## config.mk

```make
export PLATFORM = sky130hd
export DESIGN_NAME = encoder_detent_and_button_events_unit
export DESIGN_NICKNAME = d
export VERILOG_FILES = /design/src/rtl/edbe_pkg.sv /design/src/rtl/edbe_queue.sv /design/src/rtl/edbe_front.sv /design/src/rtl/edbe_back.sv /design/src/rtl/encoder_detent_and_button_events_unit.sv
export SDC_FILE = /design/constraint.sdc
export NUM_CORES = 1
export LEC_CHECK = 0
export BUFFER_PORTS_ARGS = -buffer_cell sky130_fd_sc_hd__buf_2
export CORE_AREA = 10 10 241 243
export CTS_CLUSTER_SIZE = 16
export DETAILED_ROUTE_END_ITERATION = 8
export DIE_AREA = 0 0 251 253
export GPL_ROUTABILITY_DRIVEN = 0
export PLACE_DENSITY_LB_ADDON = 0.15
export SYNTH_ARGS = -nofsm -noshare
export SYNTH_HDL_FRONTEND = slang
export SYNTH_HIERARCHICAL = 1
export SYNTH_SLANG_ARGS = --single-unit
```

## constraint.sdc

```tcl
create_clock -name clk_i -period 6.1 [get_ports clk_i]
set_input_delay 0.305 -clock clk_i [delete_from_list [all_inputs] [get_ports clk_i]]
set_output_delay 0.305 -clock clk_i [all_outputs]
set_load 0.02 [all_outputs]
```

## src/rtl/edbe_pkg.sv

```systemverilog
// ----------------------------------------------------------------------------
// edbe_pkg
// Types and constants shared by the encoder detent and button event unit.
// ----------------------------------------------------------------------------
package edbe_pkg;

  localparam int unsigned CfgIdxWidth  = 3;
  localparam int unsigned CfgDataWidth = 16;

  localparam logic [CfgIdxWidth-1:0] REG_COUNTS_PER_DETENT = 3'd0;
  localparam logic [CfgIdxWidth-1:0] REG_INVERT_DIRECTION  = 3'd1;
  localparam logic [CfgIdxWidth-1:0] REG_MAX_STEPS         = 3'd2;
  localparam logic [CfgIdxWidth-1:0] REG_DEBOUNCE_MS       = 3'd3;
  localparam logic [CfgIdxWidth-1:0] REG_CLICK_MAX_MS      = 3'd4;
  localparam logic [CfgIdxWidth-1:0] REG_LONG_PRESS_MS     = 3'd5;

  localparam logic [4:0]  RST_COUNTS_PER_DETENT = 5'd4;
  localparam logic        RST_INVERT_DIRECTION  = 1'b0;
  localparam logic [3:0]  RST_MAX_STEPS         = 4'd1;
  localparam logic [15:0] RST_DEBOUNCE_MS       = 16'd30;
  localparam logic [15:0] RST_CLICK_MAX_MS      = 16'd800;
  localparam logic [15:0] RST_LONG_PRESS_MS     = 16'd1000;

  localparam int unsigned DivSteps = 32;
  localparam int unsigned DivCntWidth = 5;

  typedef struct packed {
    logic [31:0] raw_count;
    logic        key_pressed;
    logic [31:0] time_ms;
    logic        take_steps;
    logic        take_click;
    logic        take_long;
  } in_item_t;

  typedef struct packed {
    logic signed [4:0] steps;
    logic              click;
    logic              long_press;
    logic              held;
  } out_item_t;

  typedef struct packed {
    logic [4:0]  counts_per_detent;
    logic        invert_direction;
    logic [3:0]  max_steps_per_take;
    logic [15:0] debounce_ms;
    logic [15:0] click_max_ms;
    logic [15:0] long_press_ms;
  } cfg_t;

  typedef struct packed {
    logic               first;
    logic signed [31:0] delta;
    logic               key_pressed;
    logic [31:0]        time_ms;
    logic               take_steps;
    logic               take_click;
    logic               take_long;
  } poll_t;

  typedef enum logic [1:0] {
    BK_IDLE,
    BK_DIV,
    BK_FOLD,
    BK_FIN
  } back_state_e;

endpackage

```

## src/rtl/edbe_queue.sv

```systemverilog
// ----------------------------------------------------------------------------
// edbe_queue
// Short register queue that holds classified polls between front and back.
// ----------------------------------------------------------------------------
module edbe_queue #(
  parameter int unsigned DEPTH = 2
) (
  input  logic            clk_i,
  input  logic            rst_ni,
  input  logic            push_i,
  input  edbe_pkg::poll_t push_data_i,
  output logic            full_o,
  input  logic            pop_i,
  output edbe_pkg::poll_t pop_data_o,
  output logic            empty_o
);
  import edbe_pkg::*;

  localparam int unsigned AW = (DEPTH > 1) ? $clog2(DEPTH) : 1;
  localparam logic [AW-1:0] LastPtr = AW'(DEPTH - 1);
  localparam logic [AW:0] FullCnt = (AW + 1)'(DEPTH);

  poll_t         mem_q [DEPTH];
  logic [AW-1:0] wr_ptr_q, wr_ptr_d;
  logic [AW-1:0] rd_ptr_q, rd_ptr_d;
  logic [AW:0]   cnt_q, cnt_d;

  assign full_o     = (cnt_q == FullCnt);
  assign empty_o    = (cnt_q == '0);
  assign pop_data_o = mem_q[rd_ptr_q];

  always_comb begin
    wr_ptr_d = wr_ptr_q;
    rd_ptr_d = rd_ptr_q;
    cnt_d    = cnt_q;
    if (push_i) begin
      wr_ptr_d = (wr_ptr_q == LastPtr) ? '0 : wr_ptr_q + 1'b1;
    end
    if (pop_i) begin
      rd_ptr_d = (rd_ptr_q == LastPtr) ? '0 : rd_ptr_q + 1'b1;
    end
    if (push_i && !pop_i) begin
      cnt_d = cnt_q + 1'b1;
    end else if (pop_i && !push_i) begin
      cnt_d = cnt_q - 1'b1;
    end
  end

  always_ff @(posedge clk_i or negedge rst_ni) begin
    if (!rst_ni) begin
      wr_ptr_q <= '0;
      rd_ptr_q <= '0;
      cnt_q    <= '0;
    end else begin
      wr_ptr_q <= wr_ptr_d;
      rd_ptr_q <= rd_ptr_d;
      cnt_q    <= cnt_d;
    end
  end

  always_ff @(posedge clk_i) begin
    if (push_i) begin
      mem_q[wr_ptr_q] <= push_data_i;
    end
  end

endmodule

```

## src/rtl/edbe_front.sv

```systemverilog
// ----------------------------------------------------------------------------
// edbe_front
// Accepts polls, marks the first one and turns the counter into a delta.
// ----------------------------------------------------------------------------
module edbe_front (
  input  logic               clk_i,
  input  logic               rst_ni,
  input  logic               in_valid_i,
  output logic               in_ready_o,
  input  edbe_pkg::in_item_t in_data_i,
  output logic               push_o,
  output edbe_pkg::poll_t    push_data_o,
  input  logic               full_i
);
  import edbe_pkg::*;

  logic        primed_q, primed_d;
  logic [31:0] last_count_q, last_count_d;

  assign in_ready_o = !full_i;
  assign push_o     = in_valid_i && !full_i;

  always_comb begin
    push_data_o.first       = !primed_q;
    push_data_o.delta       = signed'(in_data_i.raw_count - last_count_q);
    push_data_o.key_pressed = in_data_i.key_pressed;
    push_data_o.time_ms     = in_data_i.time_ms;
    push_data_o.take_steps  = in_data_i.take_steps;
    push_data_o.take_click  = in_data_i.take_click;
    push_data_o.take_long   = in_data_i.take_long;
  end

  always_comb begin
    primed_d     = primed_q;
    last_count_d = last_count_q;
    if (push_o) begin
      primed_d     = 1'b1;
      last_count_d = in_data_i.raw_count;
    end
  end

  always_ff @(posedge clk_i or negedge rst_ni) begin
    if (!rst_ni) begin
      primed_q     <= 1'b0;
      last_count_q <= '0;
    end else begin
      primed_q     <= primed_d;
      last_count_q <= last_count_d;
    end
  end

endmodule

```

## src/rtl/edbe_back.sv

```systemverilog
// ----------------------------------------------------------------------------
// edbe_back
// Folds counts into detent steps with a bit-serial divider, runs the button
// debounce and press timing, applies takes and holds the result register.
// ----------------------------------------------------------------------------
module edbe_back #(
  parameter int unsigned PENDING_WIDTH = 16
) (
  input  logic                clk_i,
  input  logic                rst_ni,
  input  edbe_pkg::cfg_t      cfg_i,
  input  logic                rec_valid_i,
  input  edbe_pkg::poll_t     rec_i,
  output logic                rec_pop_o,
  output logic                out_valid_o,
  input  logic                out_ready_i,
  output edbe_pkg::out_item_t out_data_o
);
  import edbe_pkg::*;

  localparam int unsigned PW = PENDING_WIDTH;
  localparam int unsigned SW = 34;
  localparam logic signed [SW-1:0] PendMax =
    signed'(SW'((64'd1 << (PENDING_WIDTH - 1)) - 64'd1));
  localparam logic signed [SW-1:0] PendMin = -PendMax - 1;
  localparam logic [DivCntWidth-1:0] DivLast = DivCntWidth'(DivSteps - 1);

  back_state_e state_q, state_d;

  poll_t                  rec_q;
  logic [4:0]             rem_q;
  logic [31:0]            quot_q;
  logic [DivCntWidth-1:0] cnt_q;
  logic                   neg_q;
  logic signed [4:0]      residue_q;
  logic signed [PW-1:0]   pend_q;
  logic                   raw_q, stable_q;
  logic [31:0]            lct_q, press_q;
  logic                   clickp_q, longp_q, longd_q;
  logic                   out_valid_q;
  out_item_t              out_q;

  logic div_en, fold_en, fin_fire;

  logic [4:0]         cpd_eff;
  logic [3:0]         max_eff;
  logic signed [32:0] acc;
  logic [32:0]        acc_mag;
  logic [5:0]         rem_sh;
  logic               ge;
  logic [5:0]         rem_sub;
  logic signed [32:0] q_pos, q_s;
  logic signed [SW-1:0] sum;
  logic signed [PW-1:0] pend_fold;
  logic signed [4:0]    residue_fold;

  logic signed [PW-1:0] pend_base, pend_fin, m_w;
  logic signed [4:0]    deliv;
  logic                 raw_n, stable_n, clickp_n, longp_n, longd_n, clk_out, lng_out;
  logic [31:0]          lct_n, press_n, dt_lvl, dt_press, dt_long;
  logic                 rising;

  // Next state.
  always_comb begin
    state_d = state_q;
    case (state_q)
      BK_IDLE: begin
        if (rec_valid_i) begin
          state_d = rec_i.first ? BK_FIN : BK_DIV;
        end
      end
      BK_DIV: begin
        if (cnt_q == DivLast) begin
          state_d = BK_FOLD;
        end
      end
      BK_FOLD: state_d = BK_FIN;
      BK_FIN: begin
        if (fin_fire) begin
          state_d = BK_IDLE;
        end
      end
      default: state_d = BK_IDLE;
    endcase
  end

  // State outputs.
  always_comb begin
    rec_pop_o = 1'b0;
    div_en    = 1'b0;
    fold_en   = 1'b0;
    fin_fire  = 1'b0;
    case (state_q)
      BK_IDLE: rec_pop_o = rec_valid_i;
      BK_DIV:  div_en = 1'b1;
      BK_FOLD: fold_en = 1'b1;
      BK_FIN:  fin_fire = !out_valid_q || out_ready_i;
      default: ;
    endcase
  end

  always_comb begin
    if (cfg_i.counts_per_detent == 5'd0) begin
      cpd_eff = 5'd1;
    end else if (cfg_i.counts_per_detent > 5'd16) begin
      cpd_eff = 5'd16;
    end else begin
      cpd_eff = cfg_i.counts_per_detent;
    end
    max_eff = (cfg_i.max_steps_per_take == 4'd0) ? 4'd1 : cfg_i.max_steps_per_take;
  end

  // Divider load and step.
  always_comb begin
    acc     = 33'(residue_q) + 33'(rec_i.delta);
    acc_mag = acc[32] ? 33'(-acc) : 33'(acc);
    rem_sh  = {rem_q, quot_q[31]};
    ge      = (rem_sh >= {1'b0, cpd_eff});
    rem_sub = rem_sh - {1'b0, cpd_eff};
  end

  // Fold the quotient into the pending count.
  always_comb begin
    q_pos = signed'({1'b0, quot_q});
    q_s   = (neg_q ^ cfg_i.invert_direction) ? -q_pos : q_pos;
    sum   = SW'(pend_q) + SW'(q_s);
    if (sum > PendMax) begin
      pend_fold = PW'(PendMax);
    end else if (sum < PendMin) begin
      pend_fold = PW'(PendMin);
    end else begin
      pend_fold = PW'(sum);
    end
    residue_fold = neg_q ? -signed'(rem_q) : signed'(rem_q);
  end

  // Button timing and takes.
  always_comb begin
    raw_n    = raw_q;
    stable_n = stable_q;
    lct_n    = lct_q;
    press_n  = press_q;
    clickp_n = clickp_q;
    longp_n  = longp_q;
    longd_n  = longd_q;
    rising   = 1'b0;
    dt_lvl   = '0;
    dt_press = rec_q.time_ms - press_q;
    dt_long  = dt_press;
    if (rec_q.first) begin
      raw_n    = rec_q.key_pressed;
      stable_n = rec_q.key_pressed;
      lct_n    = rec_q.time_ms;
      clickp_n = 1'b0;
      longp_n  = 1'b0;
      longd_n  = 1'b0;
    end else begin
      if (rec_q.key_pressed != raw_q) begin
        raw_n = rec_q.key_pressed;
        lct_n = rec_q.time_ms;
      end else begin
        dt_lvl = rec_q.time_ms - lct_q;
      end
      if (dt_lvl >= 32'(cfg_i.debounce_ms) && stable_q != raw_n) begin
        stable_n = raw_n;
        if (raw_n) begin
          rising  = 1'b1;
          press_n = rec_q.time_ms;
          longd_n = 1'b0;
        end else if (!longd_q && dt_press < 32'(cfg_i.click_max_ms)) begin
          clickp_n = 1'b1;
        end
      end
      if (rising) begin
        dt_long = '0;
      end
      if (stable_n && !longd_n && dt_long >= 32'(cfg_i.long_press_ms)) begin
        longd_n  = 1'b1;
        longp_n  = 1'b1;
        clickp_n = 1'b0;
      end
    end

    pend_base = rec_q.first ? '0 : pend_q;
    m_w       = PW'(signed'({1'b0, max_eff}));
    pend_fin  = pend_base;
    deliv     = '0;
    if (rec_q.take_steps) begin
      if (pend_base > m_w) begin
        pend_fin = pend_base - m_w;
        deliv    = signed'({1'b0, max_eff});
      end else if (pend_base < -m_w) begin
        pend_fin = pend_base + m_w;
        deliv    = -signed'({1'b0, max_eff});
      end else begin
        pend_fin = '0;
        deliv    = pend_base[4:0];
      end
    end
    clk_out = 1'b0;
    lng_out = 1'b0;
    if (rec_q.take_click && clickp_n) begin
      clickp_n = 1'b0;
      clk_out  = 1'b1;
    end
    if (rec_q.take_long && longp_n) begin
      longp_n = 1'b0;
      lng_out = 1'b1;
    end
  end

  always_ff @(posedge clk_i or negedge rst_ni) begin
    if (!rst_ni) begin
      state_q     <= BK_IDLE;
      cnt_q       <= '0;
      residue_q   <= '0;
      pend_q      <= '0;
      raw_q       <= 1'b0;
      stable_q    <= 1'b0;
      lct_q       <= '0;
      press_q     <= '0;
      clickp_q    <= 1'b0;
      longp_q     <= 1'b0;
      longd_q     <= 1'b0;
      out_valid_q <= 1'b0;
    end else begin
      state_q <= state_d;
      if (rec_pop_o) begin
        cnt_q <= '0;
      end else if (div_en) begin
        cnt_q <= cnt_q + 1'b1;
      end
      if (fold_en) begin
        residue_q <= residue_fold;
        pend_q    <= pend_fold;
      end
      if (fin_fire) begin
        if (rec_q.first) begin
          residue_q <= '0;
        end
        pend_q      <= pend_fin;
        raw_q       <= raw_n;
        stable_q    <= stable_n;
        lct_q       <= lct_n;
        press_q     <= press_n;
        clickp_q    <= clickp_n;
        longp_q     <= longp_n;
        longd_q     <= longd_n;
        out_valid_q <= 1'b1;
      end else if (out_ready_i) begin
        out_valid_q <= 1'b0;
      end
    end
  end

  always_ff @(posedge clk_i) begin
    if (rec_pop_o) begin
      rec_q  <= rec_i;
      rem_q  <= '0;
      quot_q <= acc_mag[31:0];
      neg_q  <= acc[32];
    end else if (div_en) begin
      rem_q  <= ge ? rem_sub[4:0] : rem_sh[4:0];
      quot_q <= {quot_q[30:0], ge};
    end
    if (fin_fire) begin
      out_q.steps      <= deliv;
      out_q.click      <= clk_out;
      out_q.long_press <= lng_out;
      out_q.held       <= stable_n;
    end
  end

  assign out_valid_o = out_valid_q;
  assign out_data_o  = out_q;

endmodule

```

## src/rtl/encoder_detent_and_button_events_unit.sv

```systemverilog
// ----------------------------------------------------------------------------
// encoder_detent_and_button_events_unit
// Rotary encoder detent folding with button debounce, click and long press.
// ----------------------------------------------------------------------------
// Each request on the input channel is one poll: the encoder counter, the
// button level, a millisecond time and three take flags. Every poll gives
// exactly one result request on the output channel with the delivered
// steps, the click and long press flags and the debounced button state.
// A front stage takes polls and turns the counter into a delta, a two-entry
// queue buffers them, and a back stage does the work one poll at a time.
// A normal poll runs the back stage's divide, fold and finish steps; the
// bit-serial divider folds counts into detents at one quotient bit per
// cycle; the first poll after reset only captures state and skips division.
// While a result waits in the output register the front keeps accepting
// polls until the queue is full, then input ready drops. The configuration
// port is always ready; registers should be written only while idle.
// Reset clears control state, loads the config defaults; the first poll primes.
// ----------------------------------------------------------------------------
module encoder_detent_and_button_events_unit #(
  parameter int unsigned PENDING_WIDTH = 16,
  parameter int unsigned QUEUE_DEPTH   = 2
) (
  input  logic                                   clk_i,
  input  logic                                   rst_ni,
  input  logic                                   in_valid_i,
  output logic                                   in_ready_o,
  input  edbe_pkg::in_item_t                     in_data_i,
  output logic                                   out_valid_o,
  input  logic                                   out_ready_i,
  output edbe_pkg::out_item_t                    out_data_o,
  input  logic                                   cfg_valid_i,
  output logic                                   cfg_ready_o,
  input  logic [edbe_pkg::CfgIdxWidth-1:0]       cfg_index_i,
  input  logic [edbe_pkg::CfgDataWidth-1:0]      cfg_data_i
);
  import edbe_pkg::*;

  cfg_t  cfg_q, cfg_d;
  logic  q_push, q_full, q_pop, q_empty;
  poll_t q_wdata, q_rdata;
  logic [3:0] max_eff;

  assign cfg_ready_o = 1'b1;

  always_comb begin
    cfg_d = cfg_q;
    if (cfg_valid_i) begin
      case (cfg_index_i)
        REG_COUNTS_PER_DETENT: cfg_d.counts_per_detent  = cfg_data_i[4:0];
        REG_INVERT_DIRECTION:  cfg_d.invert_direction   = cfg_data_i[0];
        REG_MAX_STEPS:         cfg_d.max_steps_per_take = cfg_data_i[3:0];
        REG_DEBOUNCE_MS:       cfg_d.debounce_ms        = cfg_data_i;
        REG_CLICK_MAX_MS:      cfg_d.click_max_ms       = cfg_data_i;
        REG_LONG_PRESS_MS:     cfg_d.long_press_ms      = cfg_data_i;
        default: ;
      endcase
    end
  end

  always_ff @(posedge clk_i or negedge rst_ni) begin
    if (!rst_ni) begin
      cfg_q.counts_per_detent  <= RST_COUNTS_PER_DETENT;
      cfg_q.invert_direction   <= RST_INVERT_DIRECTION;
      cfg_q.max_steps_per_take <= RST_MAX_STEPS;
      cfg_q.debounce_ms        <= RST_DEBOUNCE_MS;
      cfg_q.click_max_ms       <= RST_CLICK_MAX_MS;
      cfg_q.long_press_ms      <= RST_LONG_PRESS_MS;
    end else begin
      cfg_q <= cfg_d;
    end
  end

  edbe_front u_front (
    .clk_i       (clk_i),
    .rst_ni      (rst_ni),
    .in_valid_i  (in_valid_i),
    .in_ready_o  (in_ready_o),
    .in_data_i   (in_data_i),
    .push_o      (q_push),
    .push_data_o (q_wdata),
    .full_i      (q_full)
  );

  edbe_queue #(
    .DEPTH (QUEUE_DEPTH)
  ) u_queue (
    .clk_i       (clk_i),
    .rst_ni      (rst_ni),
    .push_i      (q_push),
    .push_data_i (q_wdata),
    .full_o      (q_full),
    .pop_i       (q_pop),
    .pop_data_o  (q_rdata),
    .empty_o     (q_empty)
  );

  edbe_back #(
    .PENDING_WIDTH (PENDING_WIDTH)
  ) u_back (
    .clk_i       (clk_i),
    .rst_ni      (rst_ni),
    .cfg_i       (cfg_q),
    .rec_valid_i (!q_empty),
    .rec_i       (q_rdata),
    .rec_pop_o   (q_pop),
    .out_valid_o (out_valid_o),
    .out_ready_i (out_ready_i),
    .out_data_o  (out_data_o)
  );

  assign max_eff = (cfg_q.max_steps_per_take == 4'd0) ? 4'd1 : cfg_q.max_steps_per_take;

  a_pop_needs_data: assert property (@(posedge clk_i) disable iff (!rst_ni)
    q_pop |-> !q_empty)
    else $error("queue popped while empty");

  a_push_needs_room: assert property (@(posedge clk_i) disable iff (!rst_ni)
    q_push && !q_pop |-> !q_full)
    else $error("queue pushed while full");

  a_steps_clipped: assert property (@(posedge clk_i) disable iff (!rst_ni)
    out_valid_o |-> ($signed(out_data_o.steps) <= $signed({1'b0, max_eff}) &&
                     $signed(out_data_o.steps) >= -$signed({1'b0, max_eff})))
    else $error("delivered steps exceed the per-take limit");

endmodule
```

## After elaboration in Yosys (flattened, before gate mapping)

Memory sizes are Yosys's and may differ from the RTL's.
Index checks and enable logic that the tools add are counted.

| word-level totals | value |
|---|---|
| flip-flop bits (word level) | 276 |
| bits in writable memories | 138 |
| input bits | 92 |
| output and inout port bits | 11 |
| memories | 1 |

Memories:

| name | depth | width | rd ports | clocked after memory_dff | write ports | line | RTL |
|---|---|---|---|---|---|---|---|
| u_queue.mem_q | 2 | 69 | 1 | 0 | 1 | edbe_queue.sv:23 | `poll_t mem_q [DEPTH];` |

| operators by class | value |
|---|---|
| $add $sub $neg | 18 |
| order comparisons | 9 |
| equal/unequal tests | 15 |
| mux-type cells | 72 |
| bitwise operators | 3 |
| reductions and logical operators | 38 |

Operators by type and width:

| kind | number |
|---|---|
| 2-to-1 mux 32 bit | 9 |
| 2-to-1 mux 16 bit | 8 |
| subtractor 32 bit | 3 |
| greater-or-equal comparator 32 x 16 -> 1 bit | 2 |
| 2-to-1 mux 5 bit | 10 |
| 2-to-1 mux 1 bit | 35 |
| adder 16 x 33 -> 34 bit | 1 |
| greater-than comparator 34 x 16 -> 1 bit (second input constant) | 1 |
| less-than comparator 34 x 16 -> 1 bit (second input constant) | 1 |
| adder 5 x 32 -> 33 bit | 1 |
| 2-to-1 mux 33 bit | 1 |
| negator 32 -> 33 bit | 1 |
| less-than comparator 32 x 16 -> 1 bit | 1 |
| negator 32 bit | 1 |
| adder 16 x 5 -> 16 bit | 1 |
| greater-than comparator 16 x 5 -> 1 bit | 1 |
| less-than comparator 16 bit | 1 |
| negator 4 -> 16 bit | 1 |
| subtractor 16 x 5 -> 16 bit | 1 |
| AND reduction 2 bit | 7 |
| 2-to-1 mux 2 bit | 6 |
| nonzero test 2 bit | 5 |
| logical AND 1 bit | 9 |
| zero test 1 bit | 8 |
| other kinds (30) | 40 |

## Longest topological paths before layout

Gate-level depths: netlist of run 1.

| depth | value |
|---|---|
| depth after elaboration | 15 |
| depth in mapped cells | 36 |

## Hierarchy

The synthesis of run 1 kept the hierarchy.

Modules (own cells, without submodules):

| module | instances | cells each | area an instance (µm²) | seq. area each (µm²) |
|---|---|---|---|---|
| edbe_back | 1 | 2354 | 19408.6 | 4894.7 |
| edbe_queue | 1 | 231 | 5517.8 | 4244.1 |
| edbe_front | 1 | 407 | 3291.9 | 825.8 |
| encoder_detent_and_button_events_unit | 1 | 129 | 2314.7 | 1470.2 |

## Worst setup path after synthesis of run 1

No wires, ideal clock.

| timing path | value |
|---|---|
| path kind | register to register |
| start point | reg u_back/rec_q[3] (netlist name) |
| end point | reg u_back.out_q, in the netlist u_back/out_data_o[2] (data pin) |
| library setup time | 256 ps |
| arrival | 6125 ps |
| required time | 5844 ps |
| path slack | -281 ps |
| stages on the path, launching flop included | 37 |
| clock period less this slack | 6381 ps |
| cell sequence | edfxtp_1 -> inv_1 -> ha_1 -> fa_1 -> and2b_4 -> o211a_1 -> o31ai_1 -> a21oi_1 -> and3_1 -> nand2b_1 -> xnor2_1 -> nor2_1 -> ha_1 -> and3_1 -> nand3_1 -> a21oi_1 -> o221ai_1 -> nand4b_1 -> nor4_1 -> nand4b_1 -> a22oi_2 -> or3_1 -> buf_2 -> or2b_1 -> ha_1 -> nand2b_1 -> a21o_1 -> a21o_1 -> a21o_1 -> a21o_1 -> a21oi_1 -> o21ai_0 -> a31oi_1 -> o211ai_1 -> nor4_1 -> or4b_4 -> and4b_1 |

| on the way | value |
|---|---|
| longest elaborated chain between the ends | 15 |
| elaborated cells on any way between the ends | 27 |

RTL lines:

| what | line | RTL |
|---|---|---|
| start, declared | edbe_back.sv:30 | `poll_t rec_q;` |
| start signal, assigned | edbe_back.sv:258 | `rec_q <= rec_i;` |
| subtractor 32 bit | edbe_back.sv:162 | `dt_lvl = rec_q.time_ms - lct_q;` |
| 2-to-1 mux 32 bit | edbe_back.sv:158 | `if (rec_q.key_pressed != raw_q) begin` |
| 2-to-1 mux 32 bit | edbe_back.sv:150 | `if (rec_q.first) begin` |
| greater-or-equal comparator 32 x 16 -> 1 bit | edbe_back.sv:164 | `if (dt_lvl >= 32'(cfg_i.debounce_ms) && stable_q != raw_n) begin` |
| logical AND 1 bit | edbe_back.sv:164 |  |
| 2-to-1 mux 1 bit | edbe_back.sv:164 |  |
| 2-to-1 mux 1 bit | edbe_back.sv:150 |  |
| 2-to-1 mux 32 bit | edbe_back.sv:174 | `if (rising) begin` |
| 2-to-1 mux 32 bit | edbe_back.sv:150 |  |
| greater-or-equal comparator 32 x 16 -> 1 bit | edbe_back.sv:177 | `if (stable_n && !longd_n && dt_long >= 32'(cfg_i.long_press_ms)) begin` |
| logical AND 1 bit | edbe_back.sv:177 |  |
| 2-to-1 mux 1 bit (*) | edbe_back.sv:177 |  |
| 2-to-1 mux 1 bit (*) | edbe_back.sv:150 |  |
| logical AND 1 bit (*) | edbe_back.sv:202 | `if (rec_q.take_click && clickp_n) begin` |
| 2-to-1 mux 1 bit (*) | edbe_back.sv:202 |  |
| via u_back.clk_out | edbe_back.sv:59 | `logic raw_n, stable_n, clickp_n, longp_n, longd_n, clk_out, lng_out;` |
| end, declared | edbe_back.sv:41 | `out_item_t out_q;` |

Mark *: on every way through the listed nets, which the timed path passes. The rest lies on a longest branch. The select of a mux whose other input is x is not followed.
A chain may end at the register's enable or synchronous reset.

## Worst setup path in the final report of run 1

Same ends and word-level chain as after synthesis.

==> results of run 1 <==
[flip-flops by register name (all words and copies together), names as in the netlist, 2 cells and up]
| name | flops |
|---|---|
| cfg_q | 58 |
| u_back/cnt_q | 5 |
| u_back/lct_q | 32 |
| u_back/out_data_o | 8 |
| u_back/pend_q | 16 |
| u_back/press_q | 32 |
| u_back/quot_q | 32 |
| u_back/rec_q | 37 |
| u_back/rem_q | 5 |
| u_back/residue_q | 5 |
| u_back/state_q | 2 |
| u_front/last_count_q | 32 |
| u_queue/cnt_q | 2 |
| u_queue/mem_q | 138 |
[what timing repair did]
| item | in CTS | in global routing |
|---|---|---|
| setup buffers | 23 | 9 |
| hold buffers | 80 | 0 |
| gates resized for setup | 13 | 38 |
| hold endpoints to repair | 217 | 0 |
| setup endpoints to repair | 5 | 19 |
| pin swaps | 27 | 27 |
[worst reg2reg max path, delay by kind of cell (launching register included)]
| family | cells | cell delay (ns) |
|---|---|---|
| adders and majority gates | 3 | 0.68 |
| xor gates and xnor gates | 1 | 0.15 |
| DFF | 1 | 0.36 |
| and+or+nand+nor | 6 | 1.25 |
| buffers and inverters | 22 | 2.68 |
| AOI/OAI and AO/OA | 10 | 1.12 |
[routing by layer]
layer	wire length [µm]	GRT usage	part of all wire	vias to the layer above
met2	34200	0.372	0.46	708
met4	1590	0.0596	0.021	0
li1	-	-	-	11751
met1	34800	0.310	0.47	11593
met3	3730	0.0306	0.050	119
met5	0	0	0	-
[final cells by class]
| cell class | instances | area (µm²) |
|---|---|---|
| Clock inverter | 30 | 462 |
| Inverter | 230 | 863 |
| Sequential cell | 414 | 11400 |
| Timing Repair Buffer | 325 | 2420 |
| Multi-Input combinational cell | 2325 | 17500 |
| Tap cell | 696 | 871 |
| Clock buffer | 54 | 1180 |
| Fill cell | 4165 | 18500 |
[worst max path at each step]
stage / cells after the start / end / from
3_5_place_dp: 34 / u_back/longd_q$_DFFE_PN0P_ / u_back/rec_q[3]$_DFFE_PP_
6_report: 42 / u_back/out_data_o[2]$_DFFE_PP_ / u_back/rec_q[3]$_DFFE_PP_
5_1_grt: 34 / u_back/out_data_o[2]$_DFFE_PP_ / u_back/rec_q[3]$_DFFE_PP_
3_3_place_gp: 33 / u_back/out_data_o[2]$_DFFE_PP_ / u_back/rec_q[3]$_DFFE_PP_
2_1_floorplan: 36 / u_back/out_data_o[2]$_DFFE_PP_ / u_back/rec_q[3]$_DFFE_PP_
4_1_cts: 36 / u_back/out_data_o[2]$_DFFE_PP_ / u_back/rec_q[3]$_DFFE_PP_
[per-stage QoR]
step	util	cells	worst slack (ns)	hold slack (ns)
after detailed placement	0.598	3878	-0.712	0.405
after floorplan	-	3123	0.00146	0.00941
after global placement	0.598	3878	-0.441	0.387
after global routing	0.652	4074	-0.552	0.0102
final	0.652	4074	-0.356	0.0375
after CTS	0.648	4065	-0.514	0.0135
[kinds of logic (layout without fill, tap and decap cells)]
kind of cell	Yosys count	count (layout)
compound gates	830	830
xor+xnor	204	204
fa+ha+maj	256	256
buf+inv	384	639
flops	414	414
mux	210	210
other cells	2	4
simple gates	821	821
[placed cells by master, fill, tap and decap left out, types with 98 or more instances in the layout]
| cell type | Yosys | routed |
|---|---|---|
| xnor2_1 | 105 | 103 |
| nand2_1 | 250 | 249 |
| edfxtp_1 | 216 | 216 |
| dfrtp_1 | 178 | 177 |
| a21oi_1 | 232 | 222 |
| o21ai_0 | 194 | 188 |
| mux2_4 | 108 | 108 |
| inv_1 | 229 | 226 |
| nor2_1 | 192 | 191 |
| buf_2 | 9 | 100 |
| buf_4 | 38 | 140 |
| ha_1 | 248 | 246 |
| xor2_1 | 99 | 98 |
==> impl_metrics.ini, run 1 <==
[hold_path]
min_path_cells = 2
hold_path.class = in2reg
min_to = cfg_q[36]$_DFFE_PN1P_
min_from = cfg_data_i[4]

[clock_tree]
cts_buffers = 45
clkSlewWorstSetupHoldPaths_ns = 0.06
cts_num_sinks = 414
clk_latency_ns = 0.61
clockBufferDepth = 3
tritoncts = done
clock-root-buffer = clkbuf_16
htree_levels = 2

[route]
via_count = 24171
antenna_left = 0
drtPass1Iterations = 5
wl_per_cell_um = 18.2
route.final.wire_length_um = 74300
avgViaCountPerCell = 5.93
drc = 0
drt_iter0_drc = 1746

[worst_setup_path]
r2r_slack_ns = -0.36
crit_path_max_fanout = 5
start_kind = flip-flop
end_kind = flip-flop
path_buf_inv = 22
cp.required_ns = 6.47
crit_family = buffers and inverters
crit_top_cell = buf_4
rr_startpoint = u_back/rec_q[3]$_DFFE_PP_
path_class = reg2reg
slowest_delay_ns = 0.56
crit_slowest_cell = or4b_4
crit_arrival_ns = 6.82
worstRegToRegCells = 42
reg2reg_to = u_back/out_data_o[2]$_DFFE_PP_

[grt]
grt_max_degree = 114
track_usage = 0.227
grt_pass1_vias = 23893
grt_pass1_wl_um = 121000
antenna_found_initial = 1
overflow = 0

[yosys]
synth.most_common_cell = nand2_1
synth_top_cells_by_area = edfxtp_1 21%, dfrtp_1 15%, ha_1 10%
synth_top_family_by_area = compound AO/OA/AOI/OAI gates
synth.yosys.seq_area_share = 0.375
synth_edf_count = 216
synth_top_cell_area_share = 0.212
synth.area.mux_share = 0.0901
synth_area_leader_cell = edfxtp_1
synth-xor-area-share = 0.0585
syn_inst = 3121
synth-compound-area-share = 0.177
synth-async-reset-ratio = 0.466
yosys_warnings = 6
synthSimpleGateAreaFrac = 0.133
synth.distinct_cells = 111
synth_area_mm2 = 0.0305
netlist_top_cells_count = 250 x nand2_1, 248 x ha_1, 232 x a21oi_1
synth_flop_cell = edfxtp_1
yosys.area_share.adder = 0.107
postSynthAreaPerCell_um2 = 9.78
synth_seq_cells = 414

[timing]
slew_viol_final = 0
setup_viol = 5
rsz0062_at_grt = yes
fmax_ghz = 0.155
fin_skew_ns = 0.0365
worst_pin_slew_ns = 1.26
worst_slew_margin_rel = 0.163
fin_ws_ns = -0.356
period_share = 1.06
fin_crit_ns = 6.46
hold_violations = 0
setup_tns_ns = -1.42

[run_status]
status = finished with violations
violations = negative setup slack

[die]
initial_utilization = 0.573
die_w_um = 251
rows = 85
ioPinCount = 103
die_h_um = 253
core_area_mm2 = 0.0533
die_area_mm2 = 0.0635

[place]
dp_hpwl_um = 54100
numPortBuffers = 101
postPlaceCellArea_mm2 = 0.0319

[run]
maxCapViolations = 0

[layout]
syn_to_final_growth_pct = 13.9
design_area_mm2 = 0.0348
antennaDiodeCount = 0
final_nets = 3689
drive_above_1_share = 0.184
Power of run 1 is not shown: default switching activity piles up to over one toggle a cycle in this logic, so the estimate is an artifact.
==> run 2: changes to the inputs <==
--- a/config.mk
+++ b/config.mk
@@ -12,6 +12,7 @@
 export DIE_AREA = 0 0 251 253
 export GPL_ROUTABILITY_DRIVEN = 0
 export PLACE_DENSITY_LB_ADDON = 0.15
+export RECOVER_POWER = 50
 export SYNTH_ARGS = -nofsm -noshare
 export SYNTH_HDL_FRONTEND = slang
 export SYNTH_HIERARCHICAL = 1
==> run 2 against run 1 <==
The run still ends with negative setup slack left; highest routed layer unchanged; critical path type unchanged; utilization down 0.066 points; non-clock buffer count unchanged; final area down 0.10%; first-iteration DRC count up 0.74%; wire length about the same; global-route usage unchanged.
==> impl_metrics.ini, run 2 (same netlist as run 1, synthesis figures left out) <==
[route]
avgViaCountPerCell = 5.93
wl_met1_um = 34500
drtPass1Iterations = 6
via_count = 24159
met2_length_um = 34300
route.final.wire_length_um = 74300
antenna_left = 0
dr.max_layer_used = met4
drt_iter0_drc = 1759
wl_per_cell_um = 18.2
drc = 0
dr_wl_met3_um = 3980

[layout]
final_cell_mix = 249 x nand2_1, 246 x ha_1, 226 x inv_1
drive_above_1_share = 0.175
largest_reg_flops = 138
multi_input_area_mm2 = 0.0175
fillers = 4182
reg_top3 = u_queue/mem_q x138, cfg_q x58, u_back/rec_q x37
syn_to_final_growth_pct = 13.7
ff_latch_area_mm2 = 0.0114
final_nets = 3689
final_common_cell = nand2_1
final_cells = 4075
design_area_mm2 = 0.0347
regMostFlops = u_queue/mem_q
post-route-util = 0.652

[die]
initial_utilization = 0.573
die_h_um = 253
ioPinCount = 103
die_area_mm2 = 0.0635
rows = 85
die_w_um = 251
core_area_mm2 = 0.0533

[worst_setup_path]
crit_family = buffers and inverters
path_class = reg2reg
crit_path_max_fanout = 5
cp.required_ns = 6.47
start_kind = flip-flop
worstRegToRegCells = 42
crit_top_cell = buf_4
crit_slowest_cell = or4b_4
path_buf_inv = 22
r2r_slack_ns = -0.33
reg2reg_to = u_back/out_data_o[2]$_DFFE_PP_
end_kind = flip-flop
crit_arrival_ns = 6.80
slowest_delay_ns = 0.55
rr_startpoint = u_back/rec_q[3]$_DFFE_PP_

[timing]
worst_slew_margin_rel = 0.153
setup_viol = 5
slew_viol_final = 0
fin_crit_ns = 6.43
hold_violations = 0
period_share = 1.05
fin_skew_ns = 0.0360
rsz0062_at_grt = yes
worst_pin_slew_ns = 1.27
holdWs_ns = 0.0397
fin_ws_ns = -0.333
fmax_ghz = 0.155

[grt]
grt_max_degree = 114
overflow = 0
antenna_found_initial = 1
grt_pass1_vias = 23893
grt_pass1_wl_um = 121000
track_usage = 0.227

[clock_tree]
clk_latency_ns = 0.61
cts_num_sinks = 414
tritoncts = done
clockBufferDepth = 3
cts_buffers = 45
clkSlewWorstSetupHoldPaths_ns = 0.06
clock-root-buffer = clkbuf_16
htree_levels = 2

[run_status]
violations = negative setup slack
status = finished with violations

[run]
maxCapViolations = 0

[hold_path]
hold_path.class = in2reg
min_from = cfg_data_i[4]
min_path_cells = 2
min_to = cfg_q[36]$_DFFE_PN1P_

[place]
postPlaceCellArea_mm2 = 0.0319
dp_hpwl_um = 54100
dp.cells = 3878
numPortBuffers = 101
## run 2: cell count changes in the layout (fill, tap and decap cells not counted), sizes merged
cell / previous run / this run
diode: 0 / 1
buf: 244 / 214
clkbuf: 55 / 85
## run 2: metrics by stage
| stage | worst slack, ns | setup TNS (ns) |
|---|---|---|
| 2_1_floorplan | 0.00146 | 0 |
| 3_3_place_gp | -0.441 | -1.79 |
| 3_5_place_dp | -0.712 | -3.16 |
| 4_1_cts | -0.514 | -2.30 |
| 5_1_grt | -0.552 | -2.48 |
| 6_report | -0.333 | -1.31 |
## run 2: layout make-up
type | instances | share of cell area
Multi-Input combinational cell | 2325 | 0.505
Sequential cell | 414 | 0.329
Timing Repair Buffer | 325 | 0.0686
Clock buffer | 54 | 0.0340
Tap cell | 696 | 0.0251
Inverter | 230 | 0.0249
Clock inverter | 30 | 0.0133
Antenna cell | 1 | 0.0000721
## run 2: how the worst max path moves through the flow
stage | start | endpoint | depth (start not counted)
4_1_cts | u_back/rec_q[3]$_DFFE_PP_ | u_back/out_data_o[2]$_DFFE_PP_ | 36
6_report | u_back/rec_q[3]$_DFFE_PP_ | u_back/out_data_o[2]$_DFFE_PP_ | 42
3_3_place_gp | u_back/rec_q[3]$_DFFE_PP_ | u_back/out_data_o[2]$_DFFE_PP_ | 33
2_1_floorplan | u_back/rec_q[3]$_DFFE_PP_ | u_back/out_data_o[2]$_DFFE_PP_ | 36
3_5_place_dp | u_back/rec_q[3]$_DFFE_PP_ | u_back/longd_q$_DFFE_PN0P_ | 34
5_1_grt | u_back/rec_q[3]$_DFFE_PP_ | u_back/out_data_o[2]$_DFFE_PP_ | 34
## run 2: worst reg2reg max path: cells and delay by family, from the launching register on
kind	cells	cell delay, ns
AO/OA/AOI/OAI	10	1.12
AND/OR/NAND/NOR	6	1.23
XOR/XNOR	1	0.15
flip-flops	1	0.36
buffers and inverters	22	2.66
adder cells (fa/ha/maj)	3	0.67
## run 2: timing repair
| item | 4_1_cts | 5_1_grt |
|---|---|---|
| setup endpoints to repair | 5 | 19 |
| buffers inserted | 23 | 9 |
| gates resized for setup | 13 | 38 |
| endpoints found under the hold margin | 217 | 0 |
| hold buffers | 80 | 0 |
| pin swaps | 27 | 27 |
| cloned | 0 | 0 |
## run 2: layer usage
| metal | vias to the layer above | global-route usage |
|---|---|---|
| met5 | - | 0 |
| met4 | 0 | 0.0596 |
| met3 | 115 | 0.0306 |
| met2 | 757 | 0.372 |
| met1 | 11536 | 0.310 |
| li1 | 11751 | - |
Power of run 2 is left out for the same reason.
